### config.mk
export PLATFORM = sky130hd
export DESIGN_NAME = multi_slot_delay_interval_timer
export DESIGN_NICKNAME = d
export VERILOG_FILES = /design/src/design/msdit_pkg.sv /design/src/design/multi_slot_delay_interval_timer.sv
export VERILOG_INCLUDE_DIRS = /design/src /design/src/design
export SDC_FILE = /design/constraint.sdc
export NUM_CORES = 2
export LEC_CHECK = 0
export BUFFER_PORTS_ARGS = -buffer_cell sky130_fd_sc_hd__buf_2
export CORE_MARGIN = 5
export CORE_UTILIZATION = 60
export DETAILED_ROUTE_END_ITERATION = 12
export MAX_ROUTING_LAYER = met4
export PLACE_DENSITY = 0.77
export SYNTH_ARGS = -nofsm -noshare
export SYNTH_HDL_FRONTEND = slang
export SYNTH_SLANG_ARGS = --single-unit
### constraint.sdc
create_clock -name i_clk -period 5.7 [get_ports i_clk]
set_input_delay 0.285 -clock i_clk [delete_from_list [all_inputs] [get_ports i_clk]]
set_output_delay 0.285 -clock i_clk [all_outputs]
set_load 0.02 [all_outputs]
### src/design/assert_macros.svh
// Assertion macros shared by the design files.
// Depends on a clock named i_clk and an active-low reset named i_rst_n in the using module.
`ifndef ASSERT_MACROS_SVH
`define ASSERT_MACROS_SVH

// Same-cycle implication, checked on every rising clock edge out of reset.
`define ASSERT_IMPL(label, ante, cons, msg) \
    label: assert property (@(posedge i_clk) disable iff (!i_rst_n) (ante) |-> (cons)) \
        else $error(msg);

// Next-cycle implication, checked on every rising clock edge out of reset.
`define ASSERT_NEXT(label, ante, cons, msg) \
    label: assert property (@(posedge i_clk) disable iff (!i_rst_n) (ante) |=> (cons)) \
        else $error(msg);

`endif

### src/design/msdit_pkg.sv
// Package for the multi-slot delay and interval timer.
// Holds opcodes, event kinds, sequencer states, item structs and default sizes; no dependencies.
package msdit_pkg;

    // Default table size and time width (unsigned Q16.16 at the default width).
    localparam int SLOT_COUNT_DEF = 16;
    localparam int TIME_BITS_DEF  = 32;

    // At most this many fire events are reported for one tick.
    localparam int MAX_OUT = 16;

    typedef enum logic [2:0] {
        OP_TICK    = 3'd0,
        OP_CREATE  = 3'd1,
        OP_DESTROY = 3'd2,
        OP_CANCEL  = 3'd3,
        OP_PAUSE   = 3'd4,
        OP_RESUME  = 3'd5,
        OP_COUNT   = 3'd6,
        OP_QUERY   = 3'd7
    } t_op;

    typedef enum logic [1:0] {
        EV_ACK     = 2'd0,
        EV_FIRED   = 2'd1,
        EV_NO_SLOT = 2'd2,
        EV_FULL    = 2'd3
    } t_evt;

    typedef enum logic [2:0] {
        ST_IDLE,
        ST_SCAN,
        ST_APPLY,
        ST_TICK,
        ST_FREE,
        ST_EMIT
    } t_state;

    typedef struct packed {
        t_op         opcode;
        logic [3:0]  slot;
        logic [31:0] first_delay;
        logic [31:0] repeat_interval;
        logic        use_scaled;
        logic [31:0] tick_scaled;
        logic [31:0] tick_unscaled;
    } t_cmd;

    typedef struct packed {
        t_evt       event_kind;
        logic [3:0] result_slot;
        logic [4:0] running_count;
        logic       slot_exists;
        logic       last_result;
    } t_res;

endpackage

### src/design/multi_slot_delay_interval_timer.sv
// Multi-slot delay and interval timer, top level.
// Depends on msdit_pkg and on assert_macros.svh for its checks.
//
// Usage:
//   An item (t_cmd on i_cmd) is taken at a rising edge with start high and busy low.
//   busy stays high until the last result of that item has been shown. Results
//   (t_res on o_res) are shown one at a time, each for exactly one cycle while
//   o_res_strobe is high; last_result marks the final one. The receiver cannot
//   stall: every strobed result counts as taken.
//   Steps of an item:
//     tick:        a sweep of the slots and a free step, then one quiet acknowledge, or
//                  a scan of the fired slots that ends at the last reported one.
//     other items: a table scan, an update step, a result step.
//   The slot sweep is a three-step pipeline (memory read, saturating add,
//   compare and subtract) over one shared adder and subtractor, one slot per
//   cycle; the scans step through the slot flags one slot per cycle.
//   Reset (synchronous, i_rst_n low) frees every slot and returns to idle; the
//   delay, interval and elapsed memories need no clearing since only slots in
//   use, always written by create, are ever read.
module multi_slot_delay_interval_timer #(
    parameter int SLOT_COUNT = msdit_pkg::SLOT_COUNT_DEF,
    parameter int TIME_BITS  = msdit_pkg::TIME_BITS_DEF
) (
    input  logic            i_clk,
    input  logic            i_rst_n,
    input  logic            start,
    output logic            busy,
    input  msdit_pkg::t_cmd i_cmd,
    output logic            o_res_strobe,
    output msdit_pkg::t_res o_res
);
    import msdit_pkg::*;

    `include "assert_macros.svh"

    localparam int IDX_W  = $clog2(SLOT_COUNT);
    localparam int CNT_W  = $clog2(SLOT_COUNT + 2);
    localparam int SEXT_W = IDX_W + 4;

    typedef logic [TIME_BITS-1:0] t_time;

    // Control registers.
    t_state                r_state, n_state;
    logic [CNT_W-1:0]      r_idx, n_idx;
    logic [SLOT_COUNT-1:0] r_in_use, n_in_use;
    logic [SLOT_COUNT-1:0] r_running, n_running;
    logic [SLOT_COUNT-1:0] r_cancel, n_cancel;
    logic [SLOT_COUNT-1:0] r_has_fired, n_has_fired;
    logic [SLOT_COUNT-1:0] r_scaled, n_scaled;
    logic [SLOT_COUNT-1:0] r_fired, n_fired;
    logic                  r_a_vld, n_a_vld;
    logic                  r_b_vld, n_b_vld;

    // Payload registers.
    t_cmd                  r_cmd, n_cmd;
    logic [4:0]            r_cnt, n_cnt;
    logic [4:0]            r_fire_n, n_fire_n;
    logic [4:0]            r_emit_n, n_emit_n;
    logic                  r_found, n_found;
    logic [IDX_W-1:0]      r_free_idx, n_free_idx;
    logic                  r_single, n_single;
    t_evt                  r_kind, n_kind;
    logic [3:0]            r_rslot, n_rslot;
    logic                  r_exists, n_exists;
    logic [IDX_W-1:0]      r_a_idx, n_a_idx;
    logic [IDX_W-1:0]      r_b_idx, n_b_idx;
    logic                  r_b_act, n_b_act;
    logic                  r_b_per, n_b_per;
    t_time                 r_b_sum, n_b_sum;
    t_time                 r_b_thr, n_b_thr;

    // Per-slot time memories and their registered read data.
    t_time                 mem_elapsed  [SLOT_COUNT];
    t_time                 mem_delay    [SLOT_COUNT];
    t_time                 mem_interval [SLOT_COUNT];
    t_time                 r_el_q, r_dl_q, r_iv_q;

    logic                  el_we, cfg_we;
    logic [IDX_W-1:0]      el_waddr, cfg_waddr, rd_addr;
    t_time                 el_wdata;

    // Shared arithmetic and decoded fields.
    logic [SEXT_W-1:0]     slot_ext;
    logic [IDX_W-1:0]      s_idx;
    logic                  s_ok;
    logic [IDX_W-1:0]      scan_idx;
    logic                  a_act;
    t_time                 a_dt, a_sum, a_thr;
    logic [TIME_BITS:0]    a_sum_w;
    logic [TIME_BITS:0]    b_diff_w;
    logic                  b_ge;
    logic                  s_counted;

    assign busy     = (r_state != ST_IDLE);
    assign scan_idx = r_idx[IDX_W-1:0];
    assign rd_addr  = scan_idx;

    // Addressed slot: out-of-range indexes read as not in use.
    assign slot_ext  = SEXT_W'(r_cmd.slot);
    assign s_idx     = slot_ext[IDX_W-1:0];
    assign s_ok      = (slot_ext < SEXT_W'(SLOT_COUNT)) && r_in_use[s_idx];
    assign s_counted = r_running[s_idx] && !r_cancel[s_idx];

    // Sweep step two: pick the step, saturating add and threshold choice.
    always_comb begin
        a_act   = r_in_use[r_a_idx] && r_running[r_a_idx] && !r_cancel[r_a_idx];
        a_dt    = r_scaled[r_a_idx] ? TIME_BITS'(r_cmd.tick_scaled)
                                    : TIME_BITS'(r_cmd.tick_unscaled);
        a_sum_w = {1'b0, r_el_q} + {1'b0, a_dt};
        a_sum   = a_sum_w[TIME_BITS] ? '1 : a_sum_w[TIME_BITS-1:0];
        a_thr   = r_has_fired[r_a_idx] ? r_iv_q : r_dl_q;
    end

    // Sweep step three: compare by subtraction, the difference is the kept excess.
    assign b_diff_w = {1'b0, r_b_sum} - {1'b0, r_b_thr};
    assign b_ge     = !b_diff_w[TIME_BITS];

    // Sequencer: next state, flag updates and result outputs.
    always_comb begin
        n_state     = r_state;
        n_idx       = r_idx;
        n_in_use    = r_in_use;
        n_running   = r_running;
        n_cancel    = r_cancel;
        n_has_fired = r_has_fired;
        n_scaled    = r_scaled;
        n_fired     = r_fired;
        n_a_vld     = 1'b0;
        n_b_vld     = r_a_vld;
        n_cmd       = r_cmd;
        n_cnt       = r_cnt;
        n_fire_n    = r_fire_n;
        n_emit_n    = r_emit_n;
        n_found     = r_found;
        n_free_idx  = r_free_idx;
        n_single    = r_single;
        n_kind      = r_kind;
        n_rslot     = r_rslot;
        n_exists    = r_exists;
        n_a_idx     = scan_idx;
        n_b_idx     = r_a_idx;
        n_b_act     = a_act;
        n_b_per     = (r_iv_q != '0);
        n_b_sum     = a_sum;
        n_b_thr     = a_thr;
        el_we       = 1'b0;
        el_waddr    = r_b_idx;
        el_wdata    = r_b_sum;
        cfg_we      = 1'b0;
        cfg_waddr   = r_free_idx;
        o_res_strobe = 1'b0;
        o_res        = '{event_kind: r_kind, result_slot: r_rslot, running_count: r_cnt,
                         slot_exists: r_exists, last_result: 1'b0};

        unique case (r_state)
            ST_IDLE: begin
                if (start) begin
                    n_cmd    = i_cmd;
                    n_idx    = '0;
                    n_cnt    = '0;
                    n_fire_n = '0;
                    n_found  = 1'b0;
                    n_fired  = '0;
                    n_exists = 1'b0;
                    n_single = 1'b1;
                    n_state  = (i_cmd.opcode == OP_TICK) ? ST_TICK : ST_SCAN;
                end
            end

            // Count running slots and find the lowest free one.
            ST_SCAN: begin
                if (r_in_use[scan_idx] && r_running[scan_idx] && !r_cancel[scan_idx]) begin
                    n_cnt = r_cnt + 5'd1;
                end
                if (!r_found && !r_in_use[scan_idx]) begin
                    n_found    = 1'b1;
                    n_free_idx = scan_idx;
                end
                n_idx = r_idx + CNT_W'(1);
                if (r_idx == CNT_W'(SLOT_COUNT - 1)) begin
                    n_state = ST_APPLY;
                end
            end

            // Carry out a table command and adjust the running count.
            ST_APPLY: begin
                n_kind  = EV_ACK;
                n_rslot = r_cmd.slot;
                n_state = ST_EMIT;
                unique case (r_cmd.opcode) inside
                    OP_CREATE: begin
                        if (r_found) begin
                            n_in_use[r_free_idx]    = 1'b1;
                            n_running[r_free_idx]   = 1'b1;
                            n_cancel[r_free_idx]    = 1'b0;
                            n_has_fired[r_free_idx] = 1'b0;
                            n_scaled[r_free_idx]    = r_cmd.use_scaled;
                            cfg_we   = 1'b1;
                            el_we    = 1'b1;
                            el_waddr = r_free_idx;
                            el_wdata = '0;
                            n_cnt    = r_cnt + 5'd1;
                            n_rslot  = 4'(r_free_idx);
                        end else begin
                            n_kind  = EV_FULL;
                            n_rslot = 4'd0;
                        end
                    end
                    OP_DESTROY, OP_CANCEL, OP_PAUSE, OP_RESUME: begin
                        if (!s_ok) begin
                            n_kind = EV_NO_SLOT;
                        end else if (r_cmd.opcode == OP_DESTROY) begin
                            n_in_use[s_idx]    = 1'b0;
                            n_running[s_idx]   = 1'b0;
                            n_cancel[s_idx]    = 1'b0;
                            n_has_fired[s_idx] = 1'b0;
                            n_scaled[s_idx]    = 1'b0;
                            n_cnt = r_cnt - 5'(s_counted);
                        end else if (r_cmd.opcode == OP_CANCEL) begin
                            n_cancel[s_idx]  = 1'b1;
                            n_running[s_idx] = 1'b0;
                            n_cnt = r_cnt - 5'(s_counted);
                        end else if (r_cmd.opcode == OP_PAUSE) begin
                            n_running[s_idx] = 1'b0;
                            n_cnt = r_cnt - 5'(s_counted);
                        end else if (!r_cancel[s_idx]) begin
                            // Resume is refused silently on a cancelled slot.
                            n_running[s_idx] = 1'b1;
                            n_cnt = r_cnt + 5'(!r_running[s_idx]);
                        end
                    end
                    OP_COUNT: begin
                        n_rslot = 4'd0;
                    end
                    OP_QUERY: begin
                        n_exists = s_ok;
                    end
                    default: begin
                        n_rslot = 4'd0;
                    end
                endcase
            end

            // Pipelined sweep: read at r_idx, add one slot behind, compare two behind.
            ST_TICK: begin
                n_a_vld = (r_idx < CNT_W'(SLOT_COUNT));
                if (r_b_vld && r_b_act) begin
                    el_we = 1'b1;
                    if (b_ge) begin
                        if (r_fire_n < 5'(MAX_OUT)) begin
                            n_fired[r_b_idx] = 1'b1;
                            n_fire_n         = r_fire_n + 5'd1;
                        end
                        if (r_b_per) begin
                            el_wdata              = b_diff_w[TIME_BITS-1:0];
                            n_has_fired[r_b_idx]  = 1'b1;
                            n_cnt                 = r_cnt + 5'd1;
                        end else begin
                            n_cancel[r_b_idx]  = 1'b1;
                            n_running[r_b_idx] = 1'b0;
                        end
                    end else begin
                        n_cnt = r_cnt + 5'd1;
                    end
                end
                n_idx = r_idx + CNT_W'(1);
                if (r_idx == CNT_W'(SLOT_COUNT + 1)) begin
                    n_state = ST_FREE;
                end
            end

            // Free every cancelled slot at the end of the tick.
            ST_FREE: begin
                n_in_use    = r_in_use & ~r_cancel;
                n_running   = r_running & ~r_cancel;
                n_has_fired = r_has_fired & ~r_cancel;
                n_scaled    = r_scaled & ~r_cancel;
                n_cancel    = '0;
                n_single    = (r_fire_n == 5'd0);
                n_kind      = EV_ACK;
                n_rslot     = 4'd0;
                n_idx       = '0;
                n_emit_n    = '0;
                n_state     = ST_EMIT;
            end

            // Show results: one item for a command or a quiet tick, else each fired slot.
            ST_EMIT: begin
                if (r_single) begin
                    o_res_strobe      = 1'b1;
                    o_res.last_result = 1'b1;
                    n_state           = ST_IDLE;
                end else begin
                    o_res.event_kind  = EV_FIRED;
                    o_res.result_slot = 4'(scan_idx);
                    o_res.last_result = (r_emit_n == r_fire_n - 5'd1);
                    if (r_fired[scan_idx]) begin
                        o_res_strobe = 1'b1;
                        n_emit_n     = r_emit_n + 5'd1;
                        if (r_emit_n == r_fire_n - 5'd1) begin
                            n_state = ST_IDLE;
                        end
                    end
                    n_idx = r_idx + CNT_W'(1);
                end
            end

            default: begin
                n_state = ST_IDLE;
            end
        endcase
    end

    // State register and slot flags.
    always_ff @(posedge i_clk) begin
        if (!i_rst_n) begin
            r_state     <= ST_IDLE;
            r_idx       <= '0;
            r_in_use    <= '0;
            r_running   <= '0;
            r_cancel    <= '0;
            r_has_fired <= '0;
            r_scaled    <= '0;
            r_fired     <= '0;
            r_a_vld     <= 1'b0;
            r_b_vld     <= 1'b0;
        end else begin
            r_state     <= n_state;
            r_idx       <= n_idx;
            r_in_use    <= n_in_use;
            r_running   <= n_running;
            r_cancel    <= n_cancel;
            r_has_fired <= n_has_fired;
            r_scaled    <= n_scaled;
            r_fired     <= n_fired;
            r_a_vld     <= n_a_vld;
            r_b_vld     <= n_b_vld;
        end
    end

    // Datapath and result registers.
    always_ff @(posedge i_clk) begin
        r_cmd      <= n_cmd;
        r_cnt      <= n_cnt;
        r_fire_n   <= n_fire_n;
        r_emit_n   <= n_emit_n;
        r_found    <= n_found;
        r_free_idx <= n_free_idx;
        r_single   <= n_single;
        r_kind     <= n_kind;
        r_rslot    <= n_rslot;
        r_exists   <= n_exists;
        r_a_idx    <= n_a_idx;
        r_b_idx    <= n_b_idx;
        r_b_act    <= n_b_act;
        r_b_per    <= n_b_per;
        r_b_sum    <= n_b_sum;
        r_b_thr    <= n_b_thr;
    end

    // Time memories: one write port each, registered read at the sweep address.
    always_ff @(posedge i_clk) begin
        if (el_we) begin
            mem_elapsed[el_waddr] <= el_wdata;
        end
        if (cfg_we) begin
            mem_delay[cfg_waddr]    <= TIME_BITS'(r_cmd.first_delay);
            mem_interval[cfg_waddr] <= TIME_BITS'(r_cmd.repeat_interval);
        end
        r_el_q <= mem_elapsed[rd_addr];
        r_dl_q <= mem_delay[rd_addr];
        r_iv_q <= mem_interval[rd_addr];
    end

    // Checks on the sequencer and the slot flags.
    `ASSERT_IMPL(a_strobe_busy, o_res_strobe, busy, "result shown while idle")
    `ASSERT_NEXT(a_last_idle, o_res_strobe && o_res.last_result, !busy, "busy after last result")
    `ASSERT_NEXT(a_accept_busy, start && !busy, busy, "item accepted but block not busy")
    `ASSERT_IMPL(a_fire_cap, r_state == ST_EMIT, r_fire_n <= 5'(MAX_OUT), "too many fire events")
    `ASSERT_IMPL(a_flags_in_use, 1'b1, ((r_running | r_cancel | r_has_fired) & ~r_in_use) == '0, "flag set on free slot")

endmodule

==> flow_summary.ini <==
[outcome]
status = finished, final reports clean

[job]
drv_cap = 0

[pwr]
vdd_drop_max_v = 0.000326
p_leak_nw = 29.1
power.density_nw_per_um2 = 411

[logic_synthesis]
synth_seq_area_share = 0.708
synth_top_flop_cell = edfxtp_1
synth_top_area_share = 0.639
syn_area_um2 = 79900
syn-num-nets = 4686
yosys_warnings = 0
avgSynthCellArea_um2 = 17.9
synthArstFlopShare = 0
synth_cell_types = 85
synth_edf_count = 1700
syn_inst = 4468
ys_seq_elements = 1976
yosysTopAreaCell = edfxtp_1
synth_area_leaders = edfxtp_1 64%, mux4_2 14%, dfxtp_1 6.9%

[floorplan]
io_pins = 154
dieHeight_um = 375
core_area_um2 = 132000
fp-row-count = 133
fp.dieArea_um2 = 141000
die_x_um = 375
start_util = 0.605

[place]
dpl_cell_area_um2 = 83300
dp_hpwl_um = 118000
gp_congestion = 0.964
io_buffers = 153

[critical_path]
worstSetupStartpoint = n_b_idx[0]
crit_path_max_fanout = 25
r2r-start = n_b_idx[0]
cp_data_arrival_time_ns = 6.12
critical_path_class = reg2reg
endpoint_kind = flop
crit_required_ns = 6.36
cp-start-kind = flop

[timing]
final_max_slew_viol_count = 0
period_share = 0.957
finalSetupViolCount = 0
slew-limit-headroom = 0.139
fin_tns_setup_ns = 0
fmax_mhz = 183
fin_worst_skew_ns = 0.0418
worst-slew-pin-transition_ns = 1.29
hold_viol = 0
grt_setup_unrepaired = false
period_needed_ns = 5.45

[drt]
dr.pass1.iters = 9
drt_iter0_drc = 6271
wire_per_inst_um = 31.3
drc = 0
ant_nets = 0
vias = 45200
viasPerCell = 6.69
routed_wl_um = 211000

[clock_network]
ctsResizeCount = 0
cts_buffer_depth = 3
cts_sinks = 1976
h-tree-depth = 4
clock_latency_ns = 0.84
cts_buffers = 193
cts_tree = done
clk_pin_slew_ns = 0.06
cts_root_buf = clkbuf_16

[grt]
grt_max_degree = 126
antenna_found_initial = 4
first_global_vias = 45200
grt.total_usage = 0.310
grt_pass1_wl_um = 309000
grt_overflow = 0

[cells_and_area]
drive_above_1_share = 0.242
fin_nets = 5049
design_area_um2 = 91100
flow.area_growth_from_synthesis_pct = 14.0
num-fill-cells = 8148
fin_util = 0.690

[hold_path]
hp-class = in2reg
holdCritStartpoint = i_cmd[115]
==> state kept, by name, indices dropped and copies added (netlist names), 16 cells and up, named ones only <==
register and cells:
mem_delay 512, mem_elapsed 512, mem_interval 512, r_b_sum 32, r_b_thr 32, r_cmd 132, r_dl_q 32, r_el_q 32
r_fired 16, r_has_fired 16, r_in_use 16, r_iv_q 32, r_scaled 16
==> final cells by class <==
cell class | count | area [µm²] | area share
Inverter | 76 | 290 | 0.00319
Timing Repair Buffer | 414 | 3400 | 0.0373
Clock buffer | 268 | 5370 | 0.0590
Clock inverter | 91 | 971 | 0.0107
Multi-Input combinational cell | 2170 | 22300 | 0.244
Antenna cell | 2 | 5.00 | 0.0000550
Tap cell | 1755 | 2200 | 0.0241
Sequential cell | 1976 | 56600 | 0.621
==> per-layer routing <==
metal	track usage	share of wire	wire (µm)
met5	-	0	0
met4	0.102	0.038	7950
met3	0.0564	0.095	20000
met2	0.499	0.50	105000
met1	0.409	0.37	78200
==> metrics by stage <==
| step | instances | power, mW | hold WS, ns | worst slack [ns] |
|---|---|---|---|---|
| after floorplan | 4468 | 22.5 | 0.326 | 0.962 |
| after global placement | 6252 | 24.7 | 0.426 | 0.426 |
| after detailed placement | 6252 | 24.8 | 0.431 | 0.333 |
| after CTS | 6750 | 37.5 | 0.102 | 0.304 |
| after global routing | 6752 | 38.8 | 0.138 | 0.0102 |
| final | 6752 | 37.4 | 0.167 | 0.247 |
==> cell usage after synthesis, types with 25 or more instances <==
cell and number:
inv_1 76, clkbuf_1 174, nor2b_1 46, a22oi_1 32, nand2_1 241, o21a_1 38, a21oi_1 195, nand3_1 71
mux2_2 68, nor2_1 197, ha_1 77, edfxtp_1 1700, nor3_1 35, nand2b_1 42, xnor2_1 25, buf_2 52
dfxtp_1 276, a21o_1 36, o21ai_0 179, mux4_2 511, xor2_1 30
==> kinds of logic (layout without fill, tap and decap cells) <==
kind of cell,after synthesis,count (layout),share of synthesized area
DFF,1976,1976,0.708
AOI/OAI and AO/OA,687,687,0.0551
xor gates and xnor gates,55,55,0.00603
other,0,2,0
muxes,597,597,0.157
buffers and inverters,322,849,0.0165
adders and majority gates,79,79,0.0126
and+or+nand+nor,752,752,0.0448
==> cells in the final DEF (no fill, tap or decap), drive strengths merged, types with 15 or more instances in the layout <==
cell and count:
o22ai 18, dlygate4sd3 139, o21a 38, a32o 16, nand4 17, inv 83, a21oi 196, edfxtp 1700
nand3 71, xor2 30, and2 18, o31a 16, a31oi 18, mux4 514, nand2 241, nor3 36
a22o 17, mux2 69, nor2 199, nor4 15, ha 77, o21ai 180, nor2b 46, dfxtp 276
a22oi 32, buf 275, clkbuf 268, xnor2 25, nand2b 42, a21o 37, clkinv 66
==> power by group <==
group / leakage (nW) / internal [mW] / switching (mW) / total [mW]
Clock: 3.10 / 7.21 / 5.47 / 12.7
Combinational: 8.45 / 2.59 / 3.96 / 6.56
Sequential: 17.6 / 17.2 / 0.988 / 18.2
Total: 29.1 / 27.0 / 10.4 / 37.4
==> final timing paths <==
| kind | endpoint | slack (ns) | cells after the start |
|---|---|---|---|
| worst min register to register | r_b_vld | 0.45 | 1 |
| worst min-delay path | r_cmd[115] | 0.17 | 2 |
| worst max-delay path | r_b_sum[7] | 0.25 | 14 |
| worst max register to register | r_b_sum[7] | 0.25 | 14 |
==> critical path, stage by stage, from the launching register on <==
cell	delay, ns
dfxtp_1	0.75
mux4_2	0.62
mux4_2	0.78
buf_4	0.30
mux2_2	0.28
ha_1	0.34
o211ai_1	0.11
a21oi_1	0.08
o21ai_0	0.50
a211oi_1	0.23
o32ai_2	0.40
nor3_1	0.16
nor3_4	0.26
buf_4	0.34
nand2_1	0.11
==> repair_timing <==
item	in CTS	in global routing
hold buffers	139	0
hold endpoints to repair	151	0
setup buffers	0	0
endpoints found under the setup margin	0	0
Power figures use the tool's default switching activity.
